==> src/rss_sqrt_pipe.sv <==
// pipelined floor square root, one result bit per stage, with sideband
module rss_sqrt_pipe #(
   parameter int IN_W = 62,
   parameter int SB_W = 1
) (
   input  logic                clock,
   input  logic                reset,
   input  logic                en,
   input  logic                up_valid,
   input  logic [IN_W-1:0]     up_radicand,
   input  logic [SB_W-1:0]     up_side,
   output logic                dn_valid,
   output logic [IN_W/2-1:0]   dn_root,
   output logic [SB_W-1:0]     dn_side
);

   localparam int STAGES = IN_W / 2;

   logic              v_ff   [STAGES];
   logic [IN_W-1:0]   rem_ff [STAGES];
   logic [IN_W-1:0]   res_ff [STAGES];
   logic [SB_W-1:0]   sb_ff  [STAGES];

   for (genvar k = 0; k < STAGES; k++) begin : g_stage
      localparam logic [IN_W-1:0] BIT = {{(IN_W-1){1'b0}}, 1'b1} << (IN_W - 2 - 2 * k);
      logic            v_cur;
      logic [IN_W-1:0] rem_cur, res_cur, trial, rem_in, res_in;
      logic [SB_W-1:0] sb_cur;

      if (k == 0) begin : g_first
         assign v_cur   = up_valid;
         assign rem_cur = up_radicand;
         assign res_cur = '0;
         assign sb_cur  = up_side;
      end else begin : g_next
         assign v_cur   = v_ff[k-1];
         assign rem_cur = rem_ff[k-1];
         assign res_cur = res_ff[k-1];
         assign sb_cur  = sb_ff[k-1];
      end

      always_comb begin
         trial = res_cur + BIT;
         if (rem_cur >= trial) begin
            rem_in = rem_cur - trial;
            res_in = (res_cur >> 1) + BIT;
         end else begin
            rem_in = rem_cur;
            res_in = res_cur >> 1;
         end
      end

      always_ff @(posedge clock) begin
         if (reset) begin
            v_ff[k] <= 1'b0;
         end else if (en) begin
            v_ff[k] <= v_cur;
         end
      end

      always_ff @(posedge clock) begin
         if (en) begin
            rem_ff[k] <= rem_in;
            res_ff[k] <= res_in;
            sb_ff[k]  <= sb_cur;
         end
      end
   end

   assign dn_valid = v_ff[STAGES-1];
   assign dn_root  = res_ff[STAGES-1][STAGES-1:0];
   assign dn_side  = sb_ff[STAGES-1];

endmodule

==> config.mk <==
export PLATFORM = sky130hd
export DESIGN_NAME = rss_sqrt_pipe
export DESIGN_NICKNAME = d
export VERILOG_FILES = /design/src/rss_sqrt_pipe.sv
export SDC_FILE = /design/constraint.sdc
export NUM_CORES = 2
export LEC_CHECK = 0
export BUFFER_PORTS_ARGS = -buffer_cell sky130_fd_sc_hd__buf_2
export CAP_MARGIN = 10
export CORE_ASPECT_RATIO = 0.9
export CORE_UTILIZATION = 25
export DETAILED_ROUTE_END_ITERATION = 10
export GPL_TIMING_DRIVEN = 0
export HOLD_SLACK_MARGIN = 0.05
export SETUP_SLACK_MARGIN = 0.2
export SYNTH_ARGS = -nofsm -noshare
export SYNTH_HDL_FRONTEND = slang
export SYNTH_SLANG_ARGS = --single-unit
==> constraint.sdc <==
create_clock -name clock -period 4.38 [get_ports clock]
set_input_delay 0.657 -clock clock [delete_from_list [all_inputs] [get_ports clock]]
set_output_delay 0.657 -clock clock [all_outputs]
set_load 0.01 [all_outputs]
After elaboration in Yosys (flattened, before gate mapping)
Memories as Yosys holds them, arrays and structs flattened.
Index checks and enable logic that the tools add are counted.
{"block": "op_classes", "order_cmp": 31, "n_mux": 99, "n_bitwise": 31, "add_sub_neg": 91}
{"op": "62-bit two-way mux", "count": 61}
{"op": "62-bit greater-or-equal comparator", "count": 30}
{"op": "62-bit subtractor", "count": 30}
{"op": "61-bit by 1-bit adder with 62-bit output, second input constant", "count": 1}
{"op": "61-bit by 11-bit adder with 62-bit output, second input constant", "count": 1}
{"op": "61-bit by 13-bit adder with 62-bit output, second input constant", "count": 1}
{"op": "61-bit by 15-bit adder with 62-bit output, second input constant", "count": 1}
{"op": "61-bit by 17-bit adder with 62-bit output, second input constant", "count": 1}
{"op": "61-bit by 19-bit adder with 62-bit output, second input constant", "count": 1}
{"op": "61-bit by 21-bit adder with 62-bit output, second input constant", "count": 1}
{"op": "61-bit by 23-bit adder with 62-bit output, second input constant", "count": 1}
{"op": "61-bit by 25-bit adder with 62-bit output, second input constant", "count": 1}
{"op": "61-bit by 27-bit adder with 62-bit output, second input constant", "count": 1}
{"op": "61-bit by 29-bit adder with 62-bit output, second input constant", "count": 1}
{"op": "61-bit by 3-bit adder with 62-bit output, second input constant", "count": 1}
{"op": "61-bit by 31-bit adder with 62-bit output, second input constant", "count": 1}
{"op": "61-bit by 33-bit adder with 62-bit output, second input constant", "count": 1}
{"op": "61-bit by 35-bit adder with 62-bit output, second input constant", "count": 1}
{"op": "61-bit by 37-bit adder with 62-bit output, second input constant", "count": 1}
{"op": "61-bit by 39-bit adder with 62-bit output, second input constant", "count": 1}
{"op": "61-bit by 41-bit adder with 62-bit output, second input constant", "count": 1}
{"op": "61-bit by 43-bit adder with 62-bit output, second input constant", "count": 1}
{"op": "61-bit by 45-bit adder with 62-bit output, second input constant", "count": 1}
{"op": "61-bit by 47-bit adder with 62-bit output, second input constant", "count": 1}
{"op": "other kinds (44)", "count": 110}
{"block": "totals", "ram_bits": 3906, "word_cells": 256, "mem_count": 4, "reg_bits": 0}
{"memory": "rem_ff", "depth": 31, "width": 62, "read_ports": 30, "rd_ports_with_merged_regs": 0, "write_ports": 31, "line": "20", "rtl": "logic [IN_W-1:0] rem_ff [STAGES];"}
{"memory": "res_ff", "depth": 31, "width": 62, "read_ports": 31, "rd_ports_with_merged_regs": 0, "write_ports": 31, "line": "21", "rtl": "logic [IN_W-1:0] res_ff [STAGES];"}
{"memory": "sb_ff", "depth": 31, "width": 1, "read_ports": 31, "rd_ports_with_merged_regs": 0, "write_ports": 31, "line": "22", "rtl": "logic [SB_W-1:0] sb_ff [STAGES];"}
{"memory": "v_ff", "depth": 31, "width": 1, "read_ports": 31, "rd_ports_with_merged_regs": 0, "write_ports": 31, "line": "19", "rtl": "logic v_ff [STAGES];"}

Longest topological paths before layout
{"block": "depth", "depth_word": 4, "ltp_mapped": 15, "depth_no_buf": 12}

Worst setup path before layout
Ideal clock, no wire load.
{"block": "synth_path", "path_type": "register -> register", "from": "memory rem_ff[21][33]", "to": "memory rem_ff[22][33] (data pin)", "setup_ns": 0.270, "required_time_ns": 4.110, "t_arrival_ns": 3.098, "synth_period_minus_slack_ns": 3.368, "stages_incl_launch_ff": 14, "setup_slack_ns": 1.012, "path_buffers": 3, "cell_sequence": "edfxtp_1 ha_1 clkbuf_1 a21oi_1 o21ai_0 or4_1 nor3_1 o31ai_1 a211oi_1 inv_1 clkbuf_1 clkbuf_1 nor2_1 a21oi_1"}
{"element": "from (decl)", "line": "20"}

==> out/qor.yml <==
wl_um: 252000
clk_pin_slew_ps: 50
path_cells: "ha_1 > clkbuf_1 > and3_1 > nand3_1 > nor4_4 > nand4_1 > and4_1 > o311a_1 > a211oi_2 > clkbuf_2 > nand3b_1 > xnor2_1"
ctsLongestPathBuffers: 4
fmax_ghz: 0.239
slew-limit-headroom_pct: 16.4
multi_input_area_mm2: 0.0398
critPathCaptureType: "register"
worstMarginPinSlew_ps: 1250
syn_area_mm2: 0.115
layout_commonest_cell: "edfxtp_1"
dieHeight_um: 646
path_max_fanout: 10
grt_first_pass_wirelength_um: 391000
rsz0062_at_grt: "false"
finClkSkew_ps: 104
syn_inst: 9043
hold_viol: 0
fillCellCount: 46400
start_kind: "register"
rows: 236
yosysWarnings: 0
clock-sinks: 2418
overflow: 0
track_usage_pct: 10.5
synthFlopType: "edfxtp_1"
cts-buffers-inserted: 273
hold-worst-slack_ps: 285
p_comb_share_pct: 20.7
most-common-layout-cells: "2,418 x edfxtp_1, 636 x inv_1, 606 x nor2_1"
p_sw_w: 0.0195
synth-edff-count: 2418
grt_max_degree: 180
p_int_w: 0.0478
powerDensity_mw_per_mm2: 504
criticalPathCategory: "register to register"
io_pins: 100
seq_area_mm2: 0.0726
syn_nets: 9635
seq_power_share_pct: 46.6
start_util_pct: 25.1
drt_pass1_iterations: 5
power_frac_clock_pct: 32.6
synthArstFlopShare_pct: 0
timing.critical_path.arrival_ps: 4780
critPathSlowestCell: "nor4_4"
gp_congestion: 0.903
switching_share_pct: 28.9
cellLeakagePower_nw: 48.4
peakVddDrop_mv: 0.374
synth.distinct_cells: 95
core_mm2: 0.459
final_layout_size_suffix_gt1_share_pct: 8.09
port_buffers: 99
wl_per_cell_um: 16.0
ant_nets: 0
via_per_inst: 4.42
hold_class: "primary input to register"
dieArea_mm2: 0.463
nNetsFinal: 10100
period_needed_ps: 4190
status: "finished clean"
vias: 69700
die_w_um: 717
grt_antenna_before_repair: 0
drt_iter0_drc: 3765
setup_viol: 0
area_delta_synth_final_pct: 15.9
cpPeakStageDelay_ps: 440
cp_data_required_time_ps: 4970
fin_crit_sh_pct: 95.7
ys_seq_area_share_pct: 63.1
drc: 0
synth_area_per_cell_um2: 12.7
slew_viol_final: 0
setup_tns_ps: 0
clk-insertion-delay-late_ps: 940
ys_ff_latch: 2418
tritoncts: "yes"
dp_hpwl_um: 187000
insertedDiodeCount: 0
clockRootBuffer: "clkbuf_16"
drv_cap: 0
h-tree-depth: 5
grt_pass1_vias: 72000
power groups by stage:
| stage | Clock (W) | Sequential [W] | Combinational, W |
|---|---|---|---|
| finish | 0.0220 | 0.0314 | 0.0139 |
| global route | 0.0235 | 0.0317 | 0.0155 |
| CTS | 0.0228 | 0.0314 | 0.0139 |
| detailed placement | 0 | 0.0319 | 0.0137 |
| global placement | 0 | 0.0336 | 0.0137 |
| floorplan | 0 | 0.0311 | 0.0102 |
per-layer routing:
layer | vias up | part of all wire, % | global-route usage [%]
met4 | 0 | 6.1 | 6.00
met5 | - | 0 | 0
met2 | 1279 | 53 | 20.5
met1 | 32900 | 37 | 10.4
met3 | 662 | 3.3 | 1.56
li1 | 34900 | - | -
cell families after synthesis:
| logic type | synth area share (%) |
|---|---|
| buf+inv | 2.69 |
| fa+ha+maj | 5.70 |
| flops | 63.1 |
| mux | 0.918 |
| simple gates | 12.2 |
| xor+xnor | 6.35 |
| compound gates | 9.05 |
cell usage after synthesis, types with 46 or more instances:
library cell,instances,area (um^2)
o21a_1,88,661
a211oi_1,53,398
a21oi_1,559,2800
nand2_1,532,2000
xor2_1,377,3300
nand3b_1,46,345
mux2_2,77,867
xnor2_1,458,4010
edfxtp_1,2418,72600
nor2b_1,60,375
nand2b_1,123,769
nor4_1,307,1920
a31oi_1,47,294
nand4_1,136,851
and3_1,55,344
clkbuf_1,126,473
ha_1,525,6570
and2_1,67,419
nor3_1,247,1240
inv_1,637,2390
a21o_1,200,1500
or4_1,58,435
or3_1,90,563
nand3_1,176,881
nor2_1,607,2280
o21ai_0,378,1890
critical path, delay by kind of cell (launching register included):
kind                       cells  cell delay (ps)
xor gates and xnor gates       1              180
adders and majority gates      1              300
DFF                            1              420
buffers and inverters          2              620
and+or+nand+nor                6             1960
AOI/OAI and AO/OA              2              430
state kept, by name, indices dropped and copies added, names as in the netlist:
name    count
sb_ff      31
v_ff       31
rem_ff   1860
res_ff    496
repair_timing:
item | CTS | global route
buffers inserted | 4 | 2
hold buffers | 65 | 0
endpoints found under the setup margin | 400 | 202
hold endpoints to repair | 83 | 0
gates resized for setup | 59 | 54
cloned | 0 | 1
pin swaps | 2 | 3
path summary, 6_finish.rpt:
kind                       start              to  slack [ps]  cells after the start
setup / recovery  rem_ff[24][31]  rem_ff[25][57]         190                     12
hold / removal             reset      v_ff[1][0]         290                      3
setup reg to reg  rem_ff[24][31]  rem_ff[25][57]         190                     12
hold reg to reg   rem_ff[11][35]  rem_ff[12][35]         390                      0
per-stage QoR:
| step | instance area [um^2] | power (W) | worst slack [ps] | util (%) | std cells |
|---|---|---|---|---|---|
| finish | 133000 | 0.0673 | 188 | 29.1 | 15800 |
| global route | 133000 | 0.0707 | 201 | 29.1 | 15800 |
| CTS | 133000 | 0.0680 | 190 | 29.0 | 15800 |
| detailed placement | 124000 | 0.0456 | -533 | 27.0 | 15200 |
| global placement | 123000 | 0.0472 | -37300 | 26.9 | 15200 |
| floorplan | 115000 | 0.0413 | 1010 | - | 9043 |
layout make-up:
type,instances,area share [%]
buffer,168,0.566
clock buffer,327,5.37
clock inverter,158,1.08
inverter,640,1.80
multi-input combinational,5817,29.8
sequential,2418,54.4
tap,6069,5.69
timing repair buffer,196,1.28
Power figures use the tool's default switching activity.
