`src/rss_div_pipe.sv`:
```
// pipelined restoring divider, one quotient bit per stage, several lanes
module rss_div_pipe #(
   parameter int LANES = 1,
   parameter int NUM_W = 47,
   parameter int DEN_W = 32,
   parameter int Q_W   = 16,
   parameter int SB_W  = 1
) (
   input  logic              clock,
   input  logic              reset,
   input  logic              en,
   input  logic              up_valid,
   input  logic [NUM_W-1:0]  up_num [LANES],
   input  logic [DEN_W-1:0]  up_den [LANES],
   input  logic [SB_W-1:0]   up_side,
   output logic              dn_valid,
   output logic [Q_W-1:0]    dn_quot [LANES],
   output logic [SB_W-1:0]   dn_side
);

   localparam int W = (NUM_W > DEN_W + Q_W) ? NUM_W : DEN_W + Q_W;

   logic              v_ff   [Q_W];
   logic [W-1:0]      rem_ff [Q_W][LANES];
   logic [DEN_W-1:0]  den_ff [Q_W][LANES];
   logic [Q_W-1:0]    q_ff   [Q_W][LANES];
   logic [SB_W-1:0]   sb_ff  [Q_W];

   for (genvar k = 0; k < Q_W; k++) begin : g_stage
      localparam int SH = Q_W - 1 - k;
      logic            v_cur;
      logic [SB_W-1:0] sb_cur;

      if (k == 0) begin : g_vfirst
         assign v_cur  = up_valid;
         assign sb_cur = up_side;
      end else begin : g_vnext
         assign v_cur  = v_ff[k-1];
         assign sb_cur = sb_ff[k-1];
      end

      for (genvar l = 0; l < LANES; l++) begin : g_lane
         logic [W-1:0]     rem_cur, rem_in, shifted;
         logic [DEN_W-1:0] den_cur;
         logic [Q_W-1:0]   q_cur, q_in;

         if (k == 0) begin : g_first
            assign rem_cur = W'(up_num[l]);
            assign den_cur = up_den[l];
            assign q_cur   = '0;
         end else begin : g_next
            assign rem_cur = rem_ff[k-1][l];
            assign den_cur = den_ff[k-1][l];
            assign q_cur   = q_ff[k-1][l];
         end

         always_comb begin
            shifted = W'(den_cur) << SH;
            q_in    = q_cur;
            if (rem_cur >= shifted) begin
               rem_in   = rem_cur - shifted;
               q_in[SH] = 1'b1;
            end else begin
               rem_in = rem_cur;
            end
         end

         always_ff @(posedge clock) begin
            if (en) begin
               rem_ff[k][l] <= rem_in;
               den_ff[k][l] <= den_cur;
               q_ff[k][l]   <= q_in;
            end
         end

         if (k == Q_W - 1) begin : g_out
            assign dn_quot[l] = q_ff[k][l];
         end
      end

      always_ff @(posedge clock) begin
         if (reset) begin
            v_ff[k] <= 1'b0;
         end else if (en) begin
            v_ff[k] <= v_cur;
         end
      end

      always_ff @(posedge clock) begin
         if (en) begin
            sb_ff[k] <= sb_cur;
         end
      end
   end

   assign dn_valid = v_ff[Q_W-1];
   assign dn_side  = sb_ff[Q_W-1];

endmodule

```
`config.mk`:
```
export PLATFORM = sky130hd
export DESIGN_NAME = rss_div_pipe
export DESIGN_NICKNAME = d
export VERILOG_FILES = /design/src/rss_div_pipe.sv
export SDC_FILE = /design/constraint.sdc
export NUM_CORES = 2
export LEC_CHECK = 0
export BUFFER_PORTS_ARGS = -buffer_cell sky130_fd_sc_hd__buf_2
export CAP_MARGIN = 40
export CORE_MARGIN = 2
export CORE_UTILIZATION = 32
export DETAILED_ROUTE_END_ITERATION = 7
export HOLD_SLACK_MARGIN = 0.06
export SYNTH_ARGS = -nofsm -noshare
export SYNTH_HDL_FRONTEND = slang
export SYNTH_SLANG_ARGS = --single-unit
```
`constraint.sdc`:
```
create_clock -name clock -period 3.55 [get_ports clock]
set_input_delay 0.5325 -clock clock [delete_from_list [all_inputs] [get_ports clock]]
set_output_delay 0.5325 -clock clock [all_outputs]
set_load 0.02 [all_outputs]
```
**Word level (Yosys, flattened, before mapping)**

Memory sizes are Yosys's and may differ from the RTL's.
Cells that the tools add are included.

- Muxes and demuxes: 54
- Add/subtract/negate cells: 16
- Bitwise logic cells: 16
- Magnitude comparators: 16

Operator list:

| cell | count |
|---|---|
| 48-bit two-way mux | 16 |
| 48-bit by 32-bit greater-or-equal comparator with 1-bit output | 1 |
| 48-bit by 33-bit greater-or-equal comparator with 1-bit output | 1 |
| 48-bit by 34-bit greater-or-equal comparator with 1-bit output | 1 |
| 48-bit by 35-bit greater-or-equal comparator with 1-bit output | 1 |
| 48-bit by 36-bit greater-or-equal comparator with 1-bit output | 1 |
| 48-bit by 37-bit greater-or-equal comparator with 1-bit output | 1 |
| 48-bit by 38-bit greater-or-equal comparator with 1-bit output | 1 |
| 48-bit by 39-bit greater-or-equal comparator with 1-bit output | 1 |
| 48-bit by 40-bit greater-or-equal comparator with 1-bit output | 1 |
| 48-bit by 41-bit greater-or-equal comparator with 1-bit output | 1 |
| 48-bit by 42-bit greater-or-equal comparator with 1-bit output | 1 |
| 48-bit by 43-bit greater-or-equal comparator with 1-bit output | 1 |
| 48-bit by 44-bit greater-or-equal comparator with 1-bit output | 1 |
| 48-bit by 45-bit greater-or-equal comparator with 1-bit output | 1 |
| 48-bit by 46-bit greater-or-equal comparator with 1-bit output | 1 |
| 47-bit by 47-bit subtractor with 48-bit output | 1 |
| 48-bit by 32-bit subtractor with 48-bit output | 1 |
| 48-bit by 33-bit subtractor with 48-bit output | 1 |
| 48-bit by 34-bit subtractor with 48-bit output | 1 |
| 48-bit by 35-bit subtractor with 48-bit output | 1 |
| 48-bit by 36-bit subtractor with 48-bit output | 1 |
| 48-bit by 37-bit subtractor with 48-bit output | 1 |
| 48-bit by 38-bit subtractor with 48-bit output | 1 |
| other kinds (11) | 63 |

- Memories kept: 5
- Memory bits (writable): 1568
- Register bits after elaboration: 0
- Input port bits: 84
- Logic and storage cells: 107

Memories:

| name | words | width | read ports | clocked after memory_dff | wr ports | RTL line | text |
|---|---|---|---|---|---|---|---|
| rem_ff | 16 | 48 | 15 | 0 | 16 | 24 | `logic [W-1:0] rem_ff [Q_W][LANES];` |
| den_ff | 16 | 32 | 15 | 0 | 16 | 25 | `logic [DEN_W-1:0] den_ff [Q_W][LANES];` |
| q_ff | 16 | 16 | 16 | 0 | 16 | 26 | `logic [Q_W-1:0] q_ff [Q_W][LANES];` |
| sb_ff | 16 | 1 | 16 | 0 | 16 | 27 | `logic [SB_W-1:0] sb_ff [Q_W];` |
| v_ff | 16 | 1 | 16 | 0 | 16 | 23 | `logic v_ff [Q_W];` |

**Longest topological paths before layout**

- Depth in word-level cells: 4
- Depth in mapped cells: 16

**Least setup slack after synthesis**

No wires, ideal clock.

- Path type: reg2reg
- Start point: memory rem_ff[0][14] (netlist bit)
- End point: memory rem_ff[0][94] (netlist bit), data pin
- Buffers on the path: 0
- Stages on the path, launching flop included: 15
- Data arrival time: 3.389 ns
- Setup time: 0.260 ns
- Required time: 3.290 ns
- Slack: -0.099 ns
- Path through: edfxtp_1 -> inv_1 -> ha_1 -> inv_1 -> fa_1 -> a21o_1 -> a221o_1 -> a221o_1 -> a311oi_2 -> o21bai_2 -> a31oi_1 -> o21a_2 -> o21bai_2 -> a211oi_2 -> mux2_2

RTL lines:

| item | RTL line |
|---|---|
| start: declaration | 24 |

==> summary.txt <==
Floorplan
  – Ports: just over 100
  – Die ar.: about 240000 um2
  – Initial Util: between 30% and 40%
  – Die Wd: between 400 and 500 um
  – Area of the core: approximately 240000 um2
  – # rows: roughly 180
  – Die height: slightly below 500 um

Pwr
  – Maximum vdd drop: between 0.5 and 0.6 mV
  – PwrDens: slightly below 800 nW/um2
  – P_leak: between 30 and 40 nW

Logic synthesis
  – Yosys top cell by area: edfxtp_1
  – Ys flop type: edfxtp_1
  – Register bit total from synthesis: between 1000 and 1500
  – EDFF count, synth: 1368
  – Register area share after synthesis: 53.6%
  – Unique masters post-synth: 96
  – Fraction of post-synthesis cell area in the top cell type by area: about 54%
  – Net count after synthesis: between 7000 and 8000
  – Synth warn: 0
  – Post-synth ARST share: 0%
  – Mapped Area: 76700 um2
  – Top post-synthesis cells by area: edfxtp_1 54%, ha_1 8.4%, a21oi_1 4.1%
  – Cells after Synth: 7021
  – Mean Syn Cell Area: 10.9 um2

Final layout
  – Layout cells sized above 1: between 10% and 20%
  – Layout Cells excl Fill: roughly 11000
  – Nets: ~8600
  – Final core utilization: about two fifths
  – Area grow syn2layout: 24.7%
  – # diodes: 0
  – Most frequent cells in the layout: 1368 x edfxtp_1, 799 x buf_4, 652 x inv_1
  – Most common cell after layout, fill and taps aside: edfxtp_1

STA
  – Crit path time final: around 3.7 ns
  – Slew Limit Fails: 0
  – Slew HR: between 50% and 60%
  – Final hold viol count: 0
  – Smallest hold slack: between 0.1 and 0.15 ns
  – Fin crit share: 105%
  – Worst-Margin Slew: approximately 0.73 ns
  – Endpoints failing setup: 23
  – Worst Skew: about 0.025 ns
  – Unrepaired setup endpoints after global routing: yes
  – Setup TNS: -1.60 ns
  – Setup WS post-layout: -0.180 ns
  – Fmax: ~270 MHz

Worst setup path
  – Critical path required time: ~4.1 ns
  – Startpoint Class: register
  – Critical path class: register to register
  – CP Max Fanout: 3
  – Crit. End Element: register
  – CP arrival: 4.27 ns

Placed design
  – Post-Place Cells: about 11000
  – I/O Buffers: a little over 100
  – Placer congestion estimate: between 0.9 and 1
  – Hpwl dp: between 100000 and 150000 um
  – Place WS: -0.552 ns

Status
  – Outcome: complete, but fails checks
  – Failing checks: setup timing

Drt
  – Met2 wire length: about 92000 um
  – Met3 wire length: 5490 um
  – WL final: between 150000 and 200000 um
  – Vias/cell: around 4.9
  – Metal-1 WL: 71200 um
  – Vias: roughly 55000
  – Residual DRC count: 0
  – Antenna-violating nets left: 0
  – 1st-pass router iterations: 5
  – Initial DRC count: between 2000 and 3000
  – DR top layer: met4
  – DR WL/cell: around 16 um

Run
  – Max-Cap Viols: 0

Global routing
  – Number of global-route vias before repair: 55900
  – Global route overflow: 0
  – Initial antenna violation count: 0
  – First-pass GRT wire length: around 280000 um
  – GRT Total Usage: around 14%
  – Largest net degree at the start of global routing: 98

CTS
  – H-Tree Depth: 4
  – Root Buffer: clkbuf_16
  – CTS Buf Count: around 160
  – CTS Buffer Depth: 3
  – CTS sink cnt: 1368
  – Skew-Pair Late Insertion Delay: between 0.7 and 0.8 ns
  – CTS clk-pin slew, worst paths: roughly 0.06 ns
  – CTS tree: built

Worst hold path
  – Worst hold path class: input port to register
cell usage after synthesis, drive strengths merged, types with 111 or more instances:
master	n
edfxtp	1368
inv	665
a21oi	629
nand2	561
ha	512
o21ai	506
nor2	441
xnor2	304
a21o	270
xor2	231
clkbuf	169
nand3	113
nor3	111
logic make-up (layout without fill, tap and decap cells):
kind of cell	Yosys count	after routing	share of synthesized area, %
flip-flops	1368	1368	53.6
adder cells (fa/ha/maj)	527	527	8.74
XOR/XNOR	535	535	6.11
buffers and inverters	875	1998	4.32
AND/OR/NAND/NOR	1752	1752	11.0
AO/OA/AOI/OAI	1891	1892	15.3
multiplexers	73	73	1.06
sequential cells by signal, indices dropped and copies added (netlist names):
name	count
v_ff	16
den_ff	480
sb_ff	16
rem_ff	720
q_ff	136
area by class of cell:
cell class              instances  area (um2)
fillers                     22400      142000
flip-flops and latches       1368       41100
multi-input cells            4779       34300
repair buffers               1044        8500
clock buffers                 183        4090
well taps                    3167        3960
inverters                     665        2500
clock inverters               106        1170
power by group:
| group | switching [W] | internal [W] |
|---|---|---|
| sequential | 0.00231 | 0.0232 |
| combinational | 0.0179 | 0.0157 |
| clock | 0.00651 | 0.00986 |
| total | 0.0267 | 0.0488 |
stage by stage:
stage | power [W] | cell area (um2)
2_1_floorplan | 0.0457 | 76700
6_report | 0.0755 | 95600
3_5_place_dp | 0.0566 | 86700
4_1_cts | 0.0743 | 93800
3_3_place_gp | 0.0561 | 86700
5_1_grt | 0.0804 | 95600
critical path, stage by stage (launching register included):
cell	delay (ns)
edfxtp_1	0.41
inv_2	0.10
ha_4	0.14
inv_2	0.04
fa_2	0.33
a21o_1	0.21
a221o_1	0.40
o311ai_4	0.35
o221ai_4	0.17
o21ai_4	0.26
nand3b_1	0.19
a21boi_2	0.08
o21a_1	0.20
or3_4	0.37
buf_6	0.13
xnor2_1	0.11
metal layers:
| layer | vias to the layer above | track usage, % |
|---|---|---|
| met2 | 1150 | 26.1 |
| li1 | 27700 | - |
| met1 | 25600 | 15.2 |
| met5 | - | 0 |
| met4 | 0 | 7.98 |
| met3 | 541 | 2.06 |
path summary, 6_finish.rpt:
kind                              end                     start  slack (ns)  depth (start not counted)
min           rem_ff[0][19]$_DFFE_PP_                up_num[19]        0.13                          3
min reg2reg     sb_ff[3][0]$_DFFE_PP_     sb_ff[2][3]$_DFFE_PP_        0.41                          0
max reg2reg  rem_ff[0][329]$_DFFE_PP_  rem_ff[0][249]$_DFFE_PP_       -0.18                         15
max          rem_ff[0][329]$_DFFE_PP_  rem_ff[0][249]$_DFFE_PP_       -0.18                         15
timing repair:
item | 4_1_cts | 5_1_grt
gates cloned | 4 | 11
endpoints found under the setup margin | 282 | 409
hold buffers | 71 | 0
buffers inserted | 24 | 58
gates resized for setup | 200 | 299
pin swaps | 68 | 140
hold endpoints to repair | 71 | 0
Note: power is estimated with default switching activity, not from simulation.
